==> src/hw/rtl/view_depth_index_sorter_unit_assert.svh <==
// Assertion macros for the view depth index sorter.
// Plain text only; included by the top level after its package references.
`ifndef VIEW_DEPTH_INDEX_SORTER_UNIT_ASSERT_SVH
`define VIEW_DEPTH_INDEX_SORTER_UNIT_ASSERT_SVH

// cond_a holding at an edge implies cond_c at the same edge
`define VDIS_ASSERT_IMPL(label, ck, rn, cond_a, cond_c) \
	label: assert property (@(posedge ck) disable iff (!rn) (cond_a) |-> (cond_c)) \
		else $error("sorter check failed");

// cond_a holding at an edge implies cond_c at the next edge
`define VDIS_ASSERT_NEXT(label, ck, rn, cond_a, cond_c) \
	label: assert property (@(posedge ck) disable iff (!rn) (cond_a) |=> (cond_c)) \
		else $error("sorter check failed");

`endif

==> src/hw/rtl/vdis_pkg.sv <==
// Shared constants, payload types and helpers of the view depth index sorter.
// No dependencies; every RTL module refers to it by scoped names.
package vdis_pkg;

	localparam int MAX_OBJECTS = 64;
	localparam int CNT_W = $clog2(MAX_OBJECTS + 1);
	localparam int COORD_W = 16;
	localparam int PROD_W = 2 * COORD_W;
	localparam int KEY_W = 34;
	localparam int IDX_W = 6;
	localparam int QDEPTH = 4;
	localparam int QPTR_W = $clog2(QDEPTH);
	localparam int QLVL_W = QPTR_W + 1;
	localparam int CFG_IDX_W = 8;
	localparam int CFG_DATA_W = 16;

	localparam logic [CFG_IDX_W-1:0] CFG_BACK_TO_FRONT = CFG_IDX_W'(0);
	localparam logic [CFG_IDX_W-1:0] CFG_VIEW_DIR_X = CFG_IDX_W'(1);
	localparam logic [CFG_IDX_W-1:0] CFG_VIEW_DIR_Y = CFG_IDX_W'(2);
	localparam logic [CFG_IDX_W-1:0] CFG_VIEW_DIR_Z = CFG_IDX_W'(3);

	localparam logic BACK_TO_FRONT_RST = 1'b1;
	localparam logic [COORD_W-1:0] VIEW_DIR_X_RST = 16'h0000;
	localparam logic [COORD_W-1:0] VIEW_DIR_Y_RST = 16'h0000;
	localparam logic [COORD_W-1:0] VIEW_DIR_Z_RST = 16'hFF00;

	typedef struct packed {
		logic signed [COORD_W-1:0] center_x;
		logic signed [COORD_W-1:0] center_y;
		logic signed [COORD_W-1:0] center_z;
		logic last_object;
	} in_item_t;

	typedef struct packed {
		logic [IDX_W-1:0] object_index;
		logic last_index;
		logic overflow;
	} out_item_t;

	// one classified request between front and back
	typedef struct packed {
		logic signed [KEY_W-1:0] key;
		logic [IDX_W-1:0] idx;
		logic store;
		logic last;
		logic desc;
	} q_entry_t;

	typedef struct packed {
		logic valid;
		q_entry_t entry;
	} q_wr_t;

	typedef struct packed {
		logic emitting;
		logic [CNT_W-1:0] count;
	} back_status_t;

	// arrival index wraps modulo the index field
	function automatic logic [IDX_W-1:0] to_idx(input logic [CNT_W-1:0] c);
		logic [CNT_W+IDX_W-1:0] w;
		w = {{IDX_W{1'b0}}, c};
		return w[IDX_W-1:0];
	endfunction

endpackage

==> src/hw/rtl/vdis_queue.sv <==
// Short request queue between the front and the back of the sorter.
// Depends on vdis_pkg for the entry type and depth.
module vdis_queue (
	input  logic clk,
	input  logic arst_n,
	input  vdis_pkg::q_wr_t wr,
	input  logic rd,
	output vdis_pkg::q_entry_t head,
	output logic q_empty,
	output logic [vdis_pkg::QLVL_W-1:0] level
);

	vdis_pkg::q_entry_t mem_q [vdis_pkg::QDEPTH];
	logic [vdis_pkg::QPTR_W-1:0] wr_ptr_q;
	logic [vdis_pkg::QPTR_W-1:0] rd_ptr_q;
	logic [vdis_pkg::QLVL_W-1:0] level_q;
	logic do_rd;

	assign q_empty = (level_q == '0);
	assign do_rd = rd && !q_empty;
	assign head = mem_q[rd_ptr_q];
	assign level = level_q;

	always_ff @(posedge clk or negedge arst_n) begin
		if (!arst_n) begin
			wr_ptr_q <= '0;
			rd_ptr_q <= '0;
			level_q <= '0;
		end else begin
			if (wr.valid) begin
				wr_ptr_q <= wr_ptr_q + vdis_pkg::QPTR_W'(1);
			end
			if (do_rd) begin
				rd_ptr_q <= rd_ptr_q + vdis_pkg::QPTR_W'(1);
			end
			if (wr.valid && !do_rd) begin
				level_q <= level_q + vdis_pkg::QLVL_W'(1);
			end else if (!wr.valid && do_rd) begin
				level_q <= level_q - vdis_pkg::QLVL_W'(1);
			end
		end
	end

	always_ff @(posedge clk) begin
		if (wr.valid) begin
			mem_q[wr_ptr_q] <= wr.entry;
		end
	end

endmodule

==> config.mk <==
export PLATFORM = sky130hd
export DESIGN_NAME = vdis_queue
export DESIGN_NICKNAME = d
export VERILOG_FILES = /design/src/hw/rtl/view_depth_index_sorter_unit_assert.svh /design/src/hw/rtl/vdis_pkg.sv /design/src/hw/rtl/vdis_queue.sv
export SDC_FILE = /design/constraint.sdc
export NUM_CORES = 1
export LEC_CHECK = 0
export ABC_AREA = 1
export BUFFER_PORTS_ARGS = -buffer_cell sky130_fd_sc_hd__buf_2
export CORE_ASPECT_RATIO = 1.75
export CORE_MARGIN = 2
export CORE_UTILIZATION = 30
export CTS_CLUSTER_DIAMETER = 120
export DETAILED_ROUTE_END_ITERATION = 16
export GPL_ROUTABILITY_DRIVEN = 0
export PLACE_DENSITY = 0.48
export SYNTH_ARGS = -nofsm -noshare
export SYNTH_HDL_FRONTEND = slang
export SYNTH_SLANG_ARGS = --single-unit
export TNS_END_PERCENT = 20
==> constraint.sdc <==
create_clock -name clk -period 3.7 [get_ports clk]
set_input_delay 0.74 -clock clk [delete_from_list [all_inputs] [get_ports clk]]
set_output_delay 0.74 -clock clk [all_outputs]
set_load 0.005 [all_outputs]
==> run metrics <==
status finished, final reports clean; Crit Path Max Fanout 70; capturing point of the worst reg2reg path mem_q[1][4]$_DFFE_PP_; First-pass DRT Iterations 5; CP Data Arrival Time 2.20 ns; Clk network pwr share 0.265; peak supply drop 0.7180 mV; gr usage total 0.1239; Clk pin slew, worst setup/hold paths 0.07 ns; wirelength, routed 15280 µm; cell area after layout 0.008637 mm²; critical path required time 2.96 ns; top cell type by total area after synthesis edfxtp_1; WL/cell 15.72 µm; chip width 122.3 µm; top cell type's share of synthesized area 0.7031; Core ar. 0.02402 mm²; FF/Latch Area 0.005341 mm²; Startpoint Class flop; global-route wire length before repair 23360 µm; Compound-Gate Fraction of Synth Area 0.09266; Netlist cell types 19; Post-route DRC 0; final hold violations 0; final setup TNS 0 ns; Mapped Cells 557; Critical Path End Type output port; maximum clock rate 340.4 MHz; Die Ht 211 µm; Worst-Skew Late Latency 0.43 ns; hpwl dp 9421 µm; pin count of the biggest net entering global routing 71; Rel. slew slack 0.4219; Detail Route Antenna Nets 0; RSZ-0062 raised after global routing no; maxcap violations 0; NumNets Final 704; sequential share of power 0.414; total global routing overflow 0; cell-internal power 4.410 mW; Switching Share 0.3399; Die ar. 0.02580 mm²; R2R Path Start wr_ptr_q[1]$_DFFE_PN0P_; via count 4327; CTS Buffer Depth 2; final non-filler cell total 972; syn_area_per_cell 13.19 µm²; Worst Tran Pin Value 0.8660 ns; Final Setup Violations 0; Combinational Power Share 0.320; Mapped Area 0.007346 mm²; quantity of hold-fixing buffers added after cts 0; postcts setup bufs 0; Final Max Tran Viols 0; dpl cell area 0.008055 mm²; DR iter-0 viols 182; adder-cell share of the synthesized area 0.01124; Clock Sinks 179; post-CTS sizing 0; initial antenna violation count 0; TritonCTS clock tree done; Post-Place Cells 940; r2r setup slk 1.79 ns; multi-input logic area 0.001365 mm²; sequential fraction of the synthesis area 0.7270; Setup CP Type flop to output port; Buffers on Ports 93; Net Switching 2.271 mW; initial cell density of the core 0.3058; Clock Skew 0.005479 ns; syn_nets 610; Yosys warnings 0; XOR/XNOR Fraction of Synth Area 0.002385; antenna cells 0; via density per instance 4.452; fraction of layout cells with a size suffix above 1 0.2214; period utilization 0.7939; multiplexer share of the synthesized area 0; worst hold path type input pin to async pin; vias in the first global route 4380; htree depth 4; Lkg Pwr 3.507 nW; largest family of logic cells by synthesized area compound AO/OA/AOI/OAI gates; Inserted Clock Buffers 17; ranking of synthesized cells by area edfxtp_1, o211ai_1, nand2_1; Syn-to-layout area delta 17.58%; Filler Cell Count 2384; pwr/cell area 773.5 mW/mm²; min Tclk post-route 2.937 ns; reg2reg path depth 5; Simple-Gate Fraction of Synth Area 0.07954; io pins 94; cell at the root of the clock tree clkbuf_16; row count 75; #FFs+latches synth 179
[cell type report]
cell class | count | area share
multi-input cells | 249 | 0.1580
repair buffers | 104 | 0.06780
flip-flops and latches | 179 | 0.6184
well taps | 308 | 0.04462
clock inverters | 13 | 0.01724
clock buffers | 19 | 0.05012
inverters | 100 | 0.04375
[registers in the layout, indices dropped and copies added (netlist names)]
signal,count
wr_ptr_q,2
level,3
mem_q,172
rd_ptr_q,2
[metrics by stage]
step	utilization	power (mW)	hold WS [ns]	worst slack, ns
2_1_floorplan	-	4.272	0.4444	1.429
3_3_place_gp	0.3353	4.979	0.4830	1.194
3_5_place_dp	0.3353	5.033	0.4891	1.188
4_1_cts	0.3595	6.807	0.1085	0.7159
5_1_grt	0.3595	7.110	0.1100	0.5682
6_report	0.3595	6.681	0.1256	0.7626
[layer usage]
layer  vias to the layer above  part of all wire  global-route usage  wire (µm)
li1                       2122                 -                   -          -
met1                      2108              0.40              0.1288       6041
met2                        78              0.55              0.2299       8476
met3                        19             0.031             0.03051        479
met4                         0             0.018             0.05509        281
met5                         -                 0                   0          0
[worst max-delay path by stage]
stage | from | to | slack (ns) | depth (start not counted)
global route | rd_ptr_q[0]$_DFFE_PN0P_ | head[9] | 0.57 | 6
CTS | rd_ptr_q[0]$_DFFE_PN0P_ | head[27] | 0.72 | 6
global placement | rd_ptr_q[1]$_DFFE_PN0P_ | head[16] | 1.19 | 5
finish | rd_ptr_q[0]$_DFFE_PN0P_ | head[37] | 0.76 | 6
floorplan | wr[43] | mem_q[1][0]$_DFFE_PP_ | 1.43 | 3
detailed placement | rd_ptr_q[0]$_DFFE_PN0P_ | head[27] | 1.19 | 6
[Yosys cell counts (all sizes together)]
cell	instances
xnor2	1
nand2	149
dfrtp	7
ha	5
fa	1
inv	100
edfxtp	172
nand4	1
buf	28
nand3	3
xor2	1
o21ai	1
nor2	1
o211ai	86
clkbuf	1
[layout by cell type (no fill, tap or decap), drive strengths merged]
cell / netlist / layout
inv: 100 / 104
nor2: 1 / 1
clkinvlp: 0 / 3
fa: 1 / 1
nand2: 149 / 149
xnor2: 1 / 1
ha: 5 / 5
o211ai: 86 / 86
o21ai: 1 / 1
nand3: 3 / 3
buf: 28 / 104
clkinv: 0 / 4
dfrtp: 7 / 7
bufinv: 0 / 2
clkbuf: 1 / 19
nand4: 1 / 1
edfxtp: 172 / 172
xor2: 1 / 1
[worst max-delay path, cell delays in order (launching register included)]
cell,delay [ns]
dfrtp_1,0.43
inv_4,0.53
buf_4,0.39
nand2_1,0.08
o211ai_1,0.09
nand2_1,0.08
buf_2,0.13
[power by group through the flow]
stage / Clock, mW / Sequential [mW] / Combinational [mW]
2_1_floorplan: 0 / 2.79 / 1.48
3_3_place_gp: 0 / 2.80 / 2.18
3_5_place_dp: 0 / 2.81 / 2.22
4_1_cts: 1.81 / 2.77 / 2.22
5_1_grt: 1.89 / 2.80 / 2.42
6_report: 1.77 / 2.77 / 2.14
[cell families after synthesis]
family | after synthesis
xor+xnor | 2
buf+inv | 129
fa+ha+maj | 6
compound gates | 87
simple gates | 154
flops | 179
Power figures use the tool's default switching activity.
