==> src/hw/rtl/view_depth_index_sorter_unit_assert.svh <==
// Assertion macros for the view depth index sorter.
// Plain text only; included by the top level after its package references.
`ifndef VIEW_DEPTH_INDEX_SORTER_UNIT_ASSERT_SVH
`define VIEW_DEPTH_INDEX_SORTER_UNIT_ASSERT_SVH

// cond_a holding at an edge implies cond_c at the same edge
`define VDIS_ASSERT_IMPL(label, ck, rn, cond_a, cond_c) \
	label: assert property (@(posedge ck) disable iff (!rn) (cond_a) |-> (cond_c)) \
		else $error("sorter check failed");

// cond_a holding at an edge implies cond_c at the next edge
`define VDIS_ASSERT_NEXT(label, ck, rn, cond_a, cond_c) \
	label: assert property (@(posedge ck) disable iff (!rn) (cond_a) |=> (cond_c)) \
		else $error("sorter check failed");

`endif

==> src/hw/rtl/vdis_pkg.sv <==
// Shared constants, payload types and helpers of the view depth index sorter.
// No dependencies; every RTL module refers to it by scoped names.
package vdis_pkg;

	localparam int MAX_OBJECTS = 64;
	localparam int CNT_W = $clog2(MAX_OBJECTS + 1);
	localparam int COORD_W = 16;
	localparam int PROD_W = 2 * COORD_W;
	localparam int KEY_W = 34;
	localparam int IDX_W = 6;
	localparam int QDEPTH = 4;
	localparam int QPTR_W = $clog2(QDEPTH);
	localparam int QLVL_W = QPTR_W + 1;
	localparam int CFG_IDX_W = 8;
	localparam int CFG_DATA_W = 16;

	localparam logic [CFG_IDX_W-1:0] CFG_BACK_TO_FRONT = CFG_IDX_W'(0);
	localparam logic [CFG_IDX_W-1:0] CFG_VIEW_DIR_X = CFG_IDX_W'(1);
	localparam logic [CFG_IDX_W-1:0] CFG_VIEW_DIR_Y = CFG_IDX_W'(2);
	localparam logic [CFG_IDX_W-1:0] CFG_VIEW_DIR_Z = CFG_IDX_W'(3);

	localparam logic BACK_TO_FRONT_RST = 1'b1;
	localparam logic [COORD_W-1:0] VIEW_DIR_X_RST = 16'h0000;
	localparam logic [COORD_W-1:0] VIEW_DIR_Y_RST = 16'h0000;
	localparam logic [COORD_W-1:0] VIEW_DIR_Z_RST = 16'hFF00;

	typedef struct packed {
		logic signed [COORD_W-1:0] center_x;
		logic signed [COORD_W-1:0] center_y;
		logic signed [COORD_W-1:0] center_z;
		logic last_object;
	} in_item_t;

	typedef struct packed {
		logic [IDX_W-1:0] object_index;
		logic last_index;
		logic overflow;
	} out_item_t;

	// one classified request between front and back
	typedef struct packed {
		logic signed [KEY_W-1:0] key;
		logic [IDX_W-1:0] idx;
		logic store;
		logic last;
		logic desc;
	} q_entry_t;

	typedef struct packed {
		logic valid;
		q_entry_t entry;
	} q_wr_t;

	typedef struct packed {
		logic emitting;
		logic [CNT_W-1:0] count;
	} back_status_t;

	// arrival index wraps modulo the index field
	function automatic logic [IDX_W-1:0] to_idx(input logic [CNT_W-1:0] c);
		logic [CNT_W+IDX_W-1:0] w;
		w = {{IDX_W{1'b0}}, c};
		return w[IDX_W-1:0];
	endfunction

endpackage

==> src/hw/rtl/vdis_front.sv <==
// Front of the sorter: configuration registers, item intake, depth key and
// store/drop classification. Depends on vdis_pkg; feeds vdis_queue.
module vdis_front (
	input  logic clk,
	input  logic arst_n,
	input  logic push,
	input  vdis_pkg::in_item_t in_item,
	output logic full,
	input  logic cfg_valid,
	input  logic [vdis_pkg::CFG_IDX_W-1:0] cfg_index,
	input  logic [vdis_pkg::CFG_DATA_W-1:0] cfg_data,
	output logic cfg_ready,
	input  logic [vdis_pkg::QLVL_W-1:0] q_level,
	output vdis_pkg::q_wr_t q_wr
);

	logic btf_q;
	logic signed [vdis_pkg::COORD_W-1:0] vdx_q;
	logic signed [vdis_pkg::COORD_W-1:0] vdy_q;
	logic signed [vdis_pkg::COORD_W-1:0] vdz_q;
	logic [vdis_pkg::CNT_W-1:0] count_q;

	logic valid_s1;
	logic signed [vdis_pkg::PROD_W-1:0] px_s1;
	logic signed [vdis_pkg::PROD_W-1:0] py_s1;
	logic signed [vdis_pkg::PROD_W-1:0] pz_s1;
	logic [vdis_pkg::IDX_W-1:0] idx_s1;
	logic store_s1;
	logic last_s1;
	logic desc_s1;

	logic accept;
	logic store;
	logic [vdis_pkg::QLVL_W:0] reserved;

	assign cfg_ready = 1'b1;

	// count the slot of the request still in the multiply stage
	assign reserved = {1'b0, q_level} + (vdis_pkg::QLVL_W + 1)'(valid_s1);
	assign full = (reserved >= (vdis_pkg::QLVL_W + 1)'(vdis_pkg::QDEPTH));
	assign accept = push && !full;
	assign store = (count_q < vdis_pkg::CNT_W'(vdis_pkg::MAX_OBJECTS));

	always_ff @(posedge clk or negedge arst_n) begin
		if (!arst_n) begin
			btf_q <= vdis_pkg::BACK_TO_FRONT_RST;
			vdx_q <= vdis_pkg::VIEW_DIR_X_RST;
			vdy_q <= vdis_pkg::VIEW_DIR_Y_RST;
			vdz_q <= vdis_pkg::VIEW_DIR_Z_RST;
			count_q <= '0;
			valid_s1 <= 1'b0;
		end else begin
			if (cfg_valid) begin
				unique case (cfg_index)
					vdis_pkg::CFG_BACK_TO_FRONT: btf_q <= cfg_data[0];
					vdis_pkg::CFG_VIEW_DIR_X: vdx_q <= cfg_data;
					vdis_pkg::CFG_VIEW_DIR_Y: vdy_q <= cfg_data;
					vdis_pkg::CFG_VIEW_DIR_Z: vdz_q <= cfg_data;
					default: ;
				endcase
			end
			valid_s1 <= accept;
			if (accept) begin
				if (in_item.last_object) begin
					count_q <= '0;
				end else if (store) begin
					count_q <= count_q + vdis_pkg::CNT_W'(1);
				end
			end
		end
	end

	always_ff @(posedge clk) begin
		if (accept) begin
			px_s1 <= $signed(in_item.center_x) * vdx_q;
			py_s1 <= $signed(in_item.center_y) * vdy_q;
			pz_s1 <= $signed(in_item.center_z) * vdz_q;
			idx_s1 <= vdis_pkg::to_idx(count_q);
			store_s1 <= store;
			last_s1 <= in_item.last_object;
			desc_s1 <= btf_q;
		end
	end

	always_comb begin
		q_wr.valid = valid_s1;
		q_wr.entry.key = vdis_pkg::KEY_W'(px_s1) + vdis_pkg::KEY_W'(py_s1)
			+ vdis_pkg::KEY_W'(pz_s1);
		q_wr.entry.idx = idx_s1;
		q_wr.entry.store = store_s1;
		q_wr.entry.last = last_s1;
		q_wr.entry.desc = desc_s1;
	end

endmodule

==> config.mk <==
export PLATFORM = sky130hd
export DESIGN_NAME = vdis_front
export DESIGN_NICKNAME = d
export VERILOG_FILES = /design/src/hw/rtl/view_depth_index_sorter_unit_assert.svh /design/src/hw/rtl/vdis_pkg.sv /design/src/hw/rtl/vdis_front.sv
export SDC_FILE = /design/constraint.sdc
export NUM_CORES = 2
export LEC_CHECK = 0
export BUFFER_PORTS_ARGS = -buffer_cell sky130_fd_sc_hd__buf_4
export CAP_MARGIN = 20
export CORE_ASPECT_RATIO = 2
export CORE_MARGIN = 5
export CORE_UTILIZATION = 59
export DETAILED_ROUTE_END_ITERATION = 16
export PLACE_DENSITY = 0.79
export SETUP_SLACK_MARGIN = 0.5
export SLEW_MARGIN = 10
export SYNTH_ARGS = -nofsm -noshare
export SYNTH_HDL_FRONTEND = slang
export SYNTH_SLANG_ARGS = --single-unit
export TNS_END_PERCENT = 50
==> constraint.sdc <==
create_clock -name clk -period 6 [get_ports clk]
set_input_delay 0.3 -clock clk [delete_from_list [all_inputs] [get_ports clk]]
set_output_delay 0.3 -clock clk [all_outputs]
set_load 0.05 [all_outputs]
==> results.json <==
{
  "final_util": 0.711,
  "startpoint_type": "register",
  "cp_max_fo": 6,
  "synth-seq-cells": 162,
  "die-height_um": 365,
  "ys_types": 76,
  "synth_top_area_frac": 0.442,
  "die-area_sq_um": 68300,
  "synth_top_area_cell": "fa_1",
  "final_max_slew_viol_count": 0,
  "cp_common_cell": "fa_1",
  "clkTransAtPathRegs_ns": 0.08,
  "min_period_ns": 6.31,
  "peakVddDrop_v": 0.000483,
  "wire_per_inst_um": 20.7,
  "antenna_found_initial": 1,
  "hold_depth": 2,
  "drc_errors": 0,
  "coreArea_sq_um": 62600,
  "dp_hpwl_um": 85400,
  "required_ns": 6.23,
  "crit_chain": "buf_12 -> buf_6 -> and2_4 -> fa_1 -> inv_1 -> fa_1 -> fa_1 -> inv_1 -> fa_1 -> fa_1 -> inv_1 -> fa_1 -> inv_2 -> ha_4 -> a21o_1 -> a21o_1 -> a21oi_2 -> nor2_2 -> or4_4 -> o22ai_4 -> o2111ai_1 -> a21oi_1 -> xnor2_1",
  "ant_nets": 0,
  "clockRootBuffer": "clkbuf_16",
  "finalSetupViolCount": 25,
  "cp.depth": 23,
  "holdWs_ns": 0.0660,
  "synth_top_family_by_area": "adder cells",
  "ioPinCount": 126,
  "p_seq_frac": 0.143,
  "drt-total-wl_um": 105000,
  "synthMuxAreaShare": 0.0148,
  "vias_per_cell": 5.64,
  "leakagePower_nw": 22.6,
  "placement_rows": 130,
  "cts_made_buffers": 17,
  "rrSetupSlack_ns": -0.31,
  "crit_path_end_kind": "register",
  "fmax_mhz": 158,
  "grt_pass1_vias": 32786,
  "maxCapViolCount": 0,
  "cts_tree": "built",
  "drt_iter0_drc": 1388,
  "dr_total_vias": 28512,
  "num-fill-cells": 4209,
  "rsz0062_at_grt": "yes",
  "crit_slowest_cell": "fa_1",
  "cts.sinks": 162,
  "finalPower_w": 0.0112,
  "grt_first_pass_wirelength_um": 166000,
  "hold_class": "in2reg",
  "finalHoldViolations": 0,
  "gp_congestion": 0.955,
  "synth_area_sq_um": 37100,
  "synthAdderAreaFrac": 0.536,
  "synth_compound_area_frac": 0.0562,
  "reg2reg_depth": 23,
  "worst_slew_pin_slew_ns": 1.01,
  "final.setup.tns_ns": -3.29,
  "clk_latency_ns": 0.49,
  "rr_endpoint": "pz_s1[31]",
  "synth_edf_count": 105,
  "syn-num-nets": 4965,
  "p_sw_w": 0.00581,
  "final.setup.worst_slack_ns": -0.315,
  "layout-drive-gt1-share": 0.223,
  "syn_to_final_growth_pct": 20.1,
  "synth-main-ff-cell": "edfxtp_1",
  "htreeDepth": 4,
  "path_class": "reg2reg",
  "worstHoldStart": "in_item[0]",
  "swShare": 0.521,
  "failed_checks": "setup timing",
  "yosysWarnings": 0,
  "power_frac_clock": 0.105,
  "clockBufferDepth": 2,
  "async_flop_share": 0.352,
  "syn_avg_cell_area_sq_um": 9.79,
  "worstReg2RegStart": "vdz_q[5]",
  "nNetsFinal": 5429,
  "initial_core_util": 0.592,
  "power_density_nw_per_um2": 251,
  "critPathBufInv": 6,
  "slew_headroom": 0.324,
  "ys_top_cells_by_area": "fa_1, ha_1, inv_1",
  "grt_max_degree": 64,
  "p_comb_frac": 0.752,
  "grt_usage": 0.314,
  "fin_worst_skew_ns": 0.0188,
  "cp_top_family": "adder cells",
  "synth-xor-area-share": 0.0305,
  "first_pass_iters": 7,
  "outcome": "finished, violations left",
  "finalCritPeriodShare": 1.05,
  "p_int_w": 0.00535,
  "port_buffers": 124,
  "slowest_delay_ns": 0.53,
  "die_w_um": 187,
  "synth-simple-area-share": 0.134,
  "syn_inst": 3787,
  "worstPathArrival_ns": 6.55,
  "hold_path_end": "count_q[6]",
  "grt.overflow.total": 0,
  "ys_seq_area_frac": 0.124
}
[sequential cells by signal, indices dropped and copies added, names as in the netlist]
signal / flops
py_s1: 32
store_s1: 1
vdx_q: 16
desc_s1: 1
idx_s1: 6
px_s1: 32
btf_q: 1
count_q: 7
pz_s1: 32
vdz_q: 16
vdy_q: 16
last_s1: 1
valid_s1: 1
[what timing repair did]
item / 4_1_cts / 5_1_grt
setup endpoints to repair: 56 / 60
pin swaps: 140 / 126
cloned: 2 / 3
hold buffers: 1 / 0
gates resized for setup: 192 / 115
hold endpoints to repair: 8 / 0
buffers inserted: 63 / 22
[area by class of cell]
cell class | instances | area [sq um] | share of cell area
Sequential cell | 162 | 4620 | 0.104
Multi-Input combinational cell | 2599 | 30200 | 0.677
Clock inverter | 15 | 179 | 0.00402
Tap cell | 792 | 991 | 0.0223
Antenna cell | 2 | 5.00 | 0.000112
Clock buffer | 17 | 425 | 0.00955
Inverter | 910 | 3430 | 0.0770
Timing Repair Buffer | 561 | 4730 | 0.106
[cells in the mapped netlist, drive strengths merged, types with 6 or more instances]
cell type  count
inv          909
fa           819
nand2        427
and2         349
ha           279
clkbuf       109
edfxtp       105
xnor2        104
a21oi        100
nor2          99
o21ai         57
a21o          50
dfrtp         48
mux2          48
nand2b        26
nor3          25
xor2          25
nand3         21
a211oi        15
o21bai        15
a31oi         12
nor2b         11
and3          10
o21a          10
dfstp          9
nand4          9
buf            7
or3            7
o211ai         6
[power groups by stage]
stage	clock, W	combinational, W	sequential, W
2_1_floorplan	0	0.00524	0.00157
3_3_place_gp	0	0.00759	0.00161
3_5_place_dp	0	0.00772	0.00161
4_1_cts	0.00118	0.00809	0.00159
5_1_grt	0.00123	0.00909	0.00161
6_report	0.00117	0.00839	0.00159
[cell usage in the layout (no fill, tap or decap), drive strengths merged, types with 6 or more instances in the layout]
cell type / instances
a211oi: 15
a21o: 50
a21oi: 100
a31oi: 12
and2: 349
and3: 10
buf: 557
clkbuf: 20
clkinv: 8
dfrtp: 48
dfstp: 9
edfxtp: 105
fa: 819
ha: 279
inv: 916
mux2: 48
nand2: 427
nand2b: 26
nand3: 21
nand4: 9
nor2: 99
nor2b: 11
nor3: 25
o211ai: 6
o21a: 10
o21ai: 57
o21bai: 15
or3: 7
xnor2: 104
xor2: 25
[worst max-delay path by stage]
stage	from	to	slack, ns
global route	vdz_q[5]	pz_s1[31]	-0.51
finish	vdz_q[5]	pz_s1[31]	-0.31
CTS	vdz_q[9]	pz_s1[28]	-0.21
detailed placement	vdz_q[3]	pz_s1[30]	-0.34
global placement	vdz_q[3]	pz_s1[30]	-0.31
floorplan	vdz_q[9]	pz_s1[30]	-0.17
[metrics by stage]
stage	setup WS (ns)	std cells	cell area, sq um
2_1_floorplan	-0.168	3787	37900
3_3_place_gp	-0.310	4932	41800
3_5_place_dp	-0.343	4932	41800
4_1_cts	-0.212	5030	43800
5_1_grt	-0.507	5056	44500
6_report	-0.315	5058	44500
[layer usage]
| layer | track usage | vias to the layer above | part of all wire |
|---|---|---|---|
| met5 | 0 | - | 0 |
| met4 | 0.300 | 0 | 0.12 |
| met3 | 0.0502 | 595 | 0.049 |
| met2 | 0.579 | 1069 | 0.53 |
| met1 | 0.288 | 14529 | 0.30 |
| li1 | - | 12319 | - |
[logic make-up after synthesis]
group                    count (synthesis)
multiplexers                            49
AO/OA/AOI/OAI                          316
flip-flops                             162
adder cells (fa/ha/maj)               1098
AND/OR/NAND/NOR                       1006
other                                    1
XOR/XNOR                               129
buffers and inverters                 1026
Power figures use the tool's default switching activity.
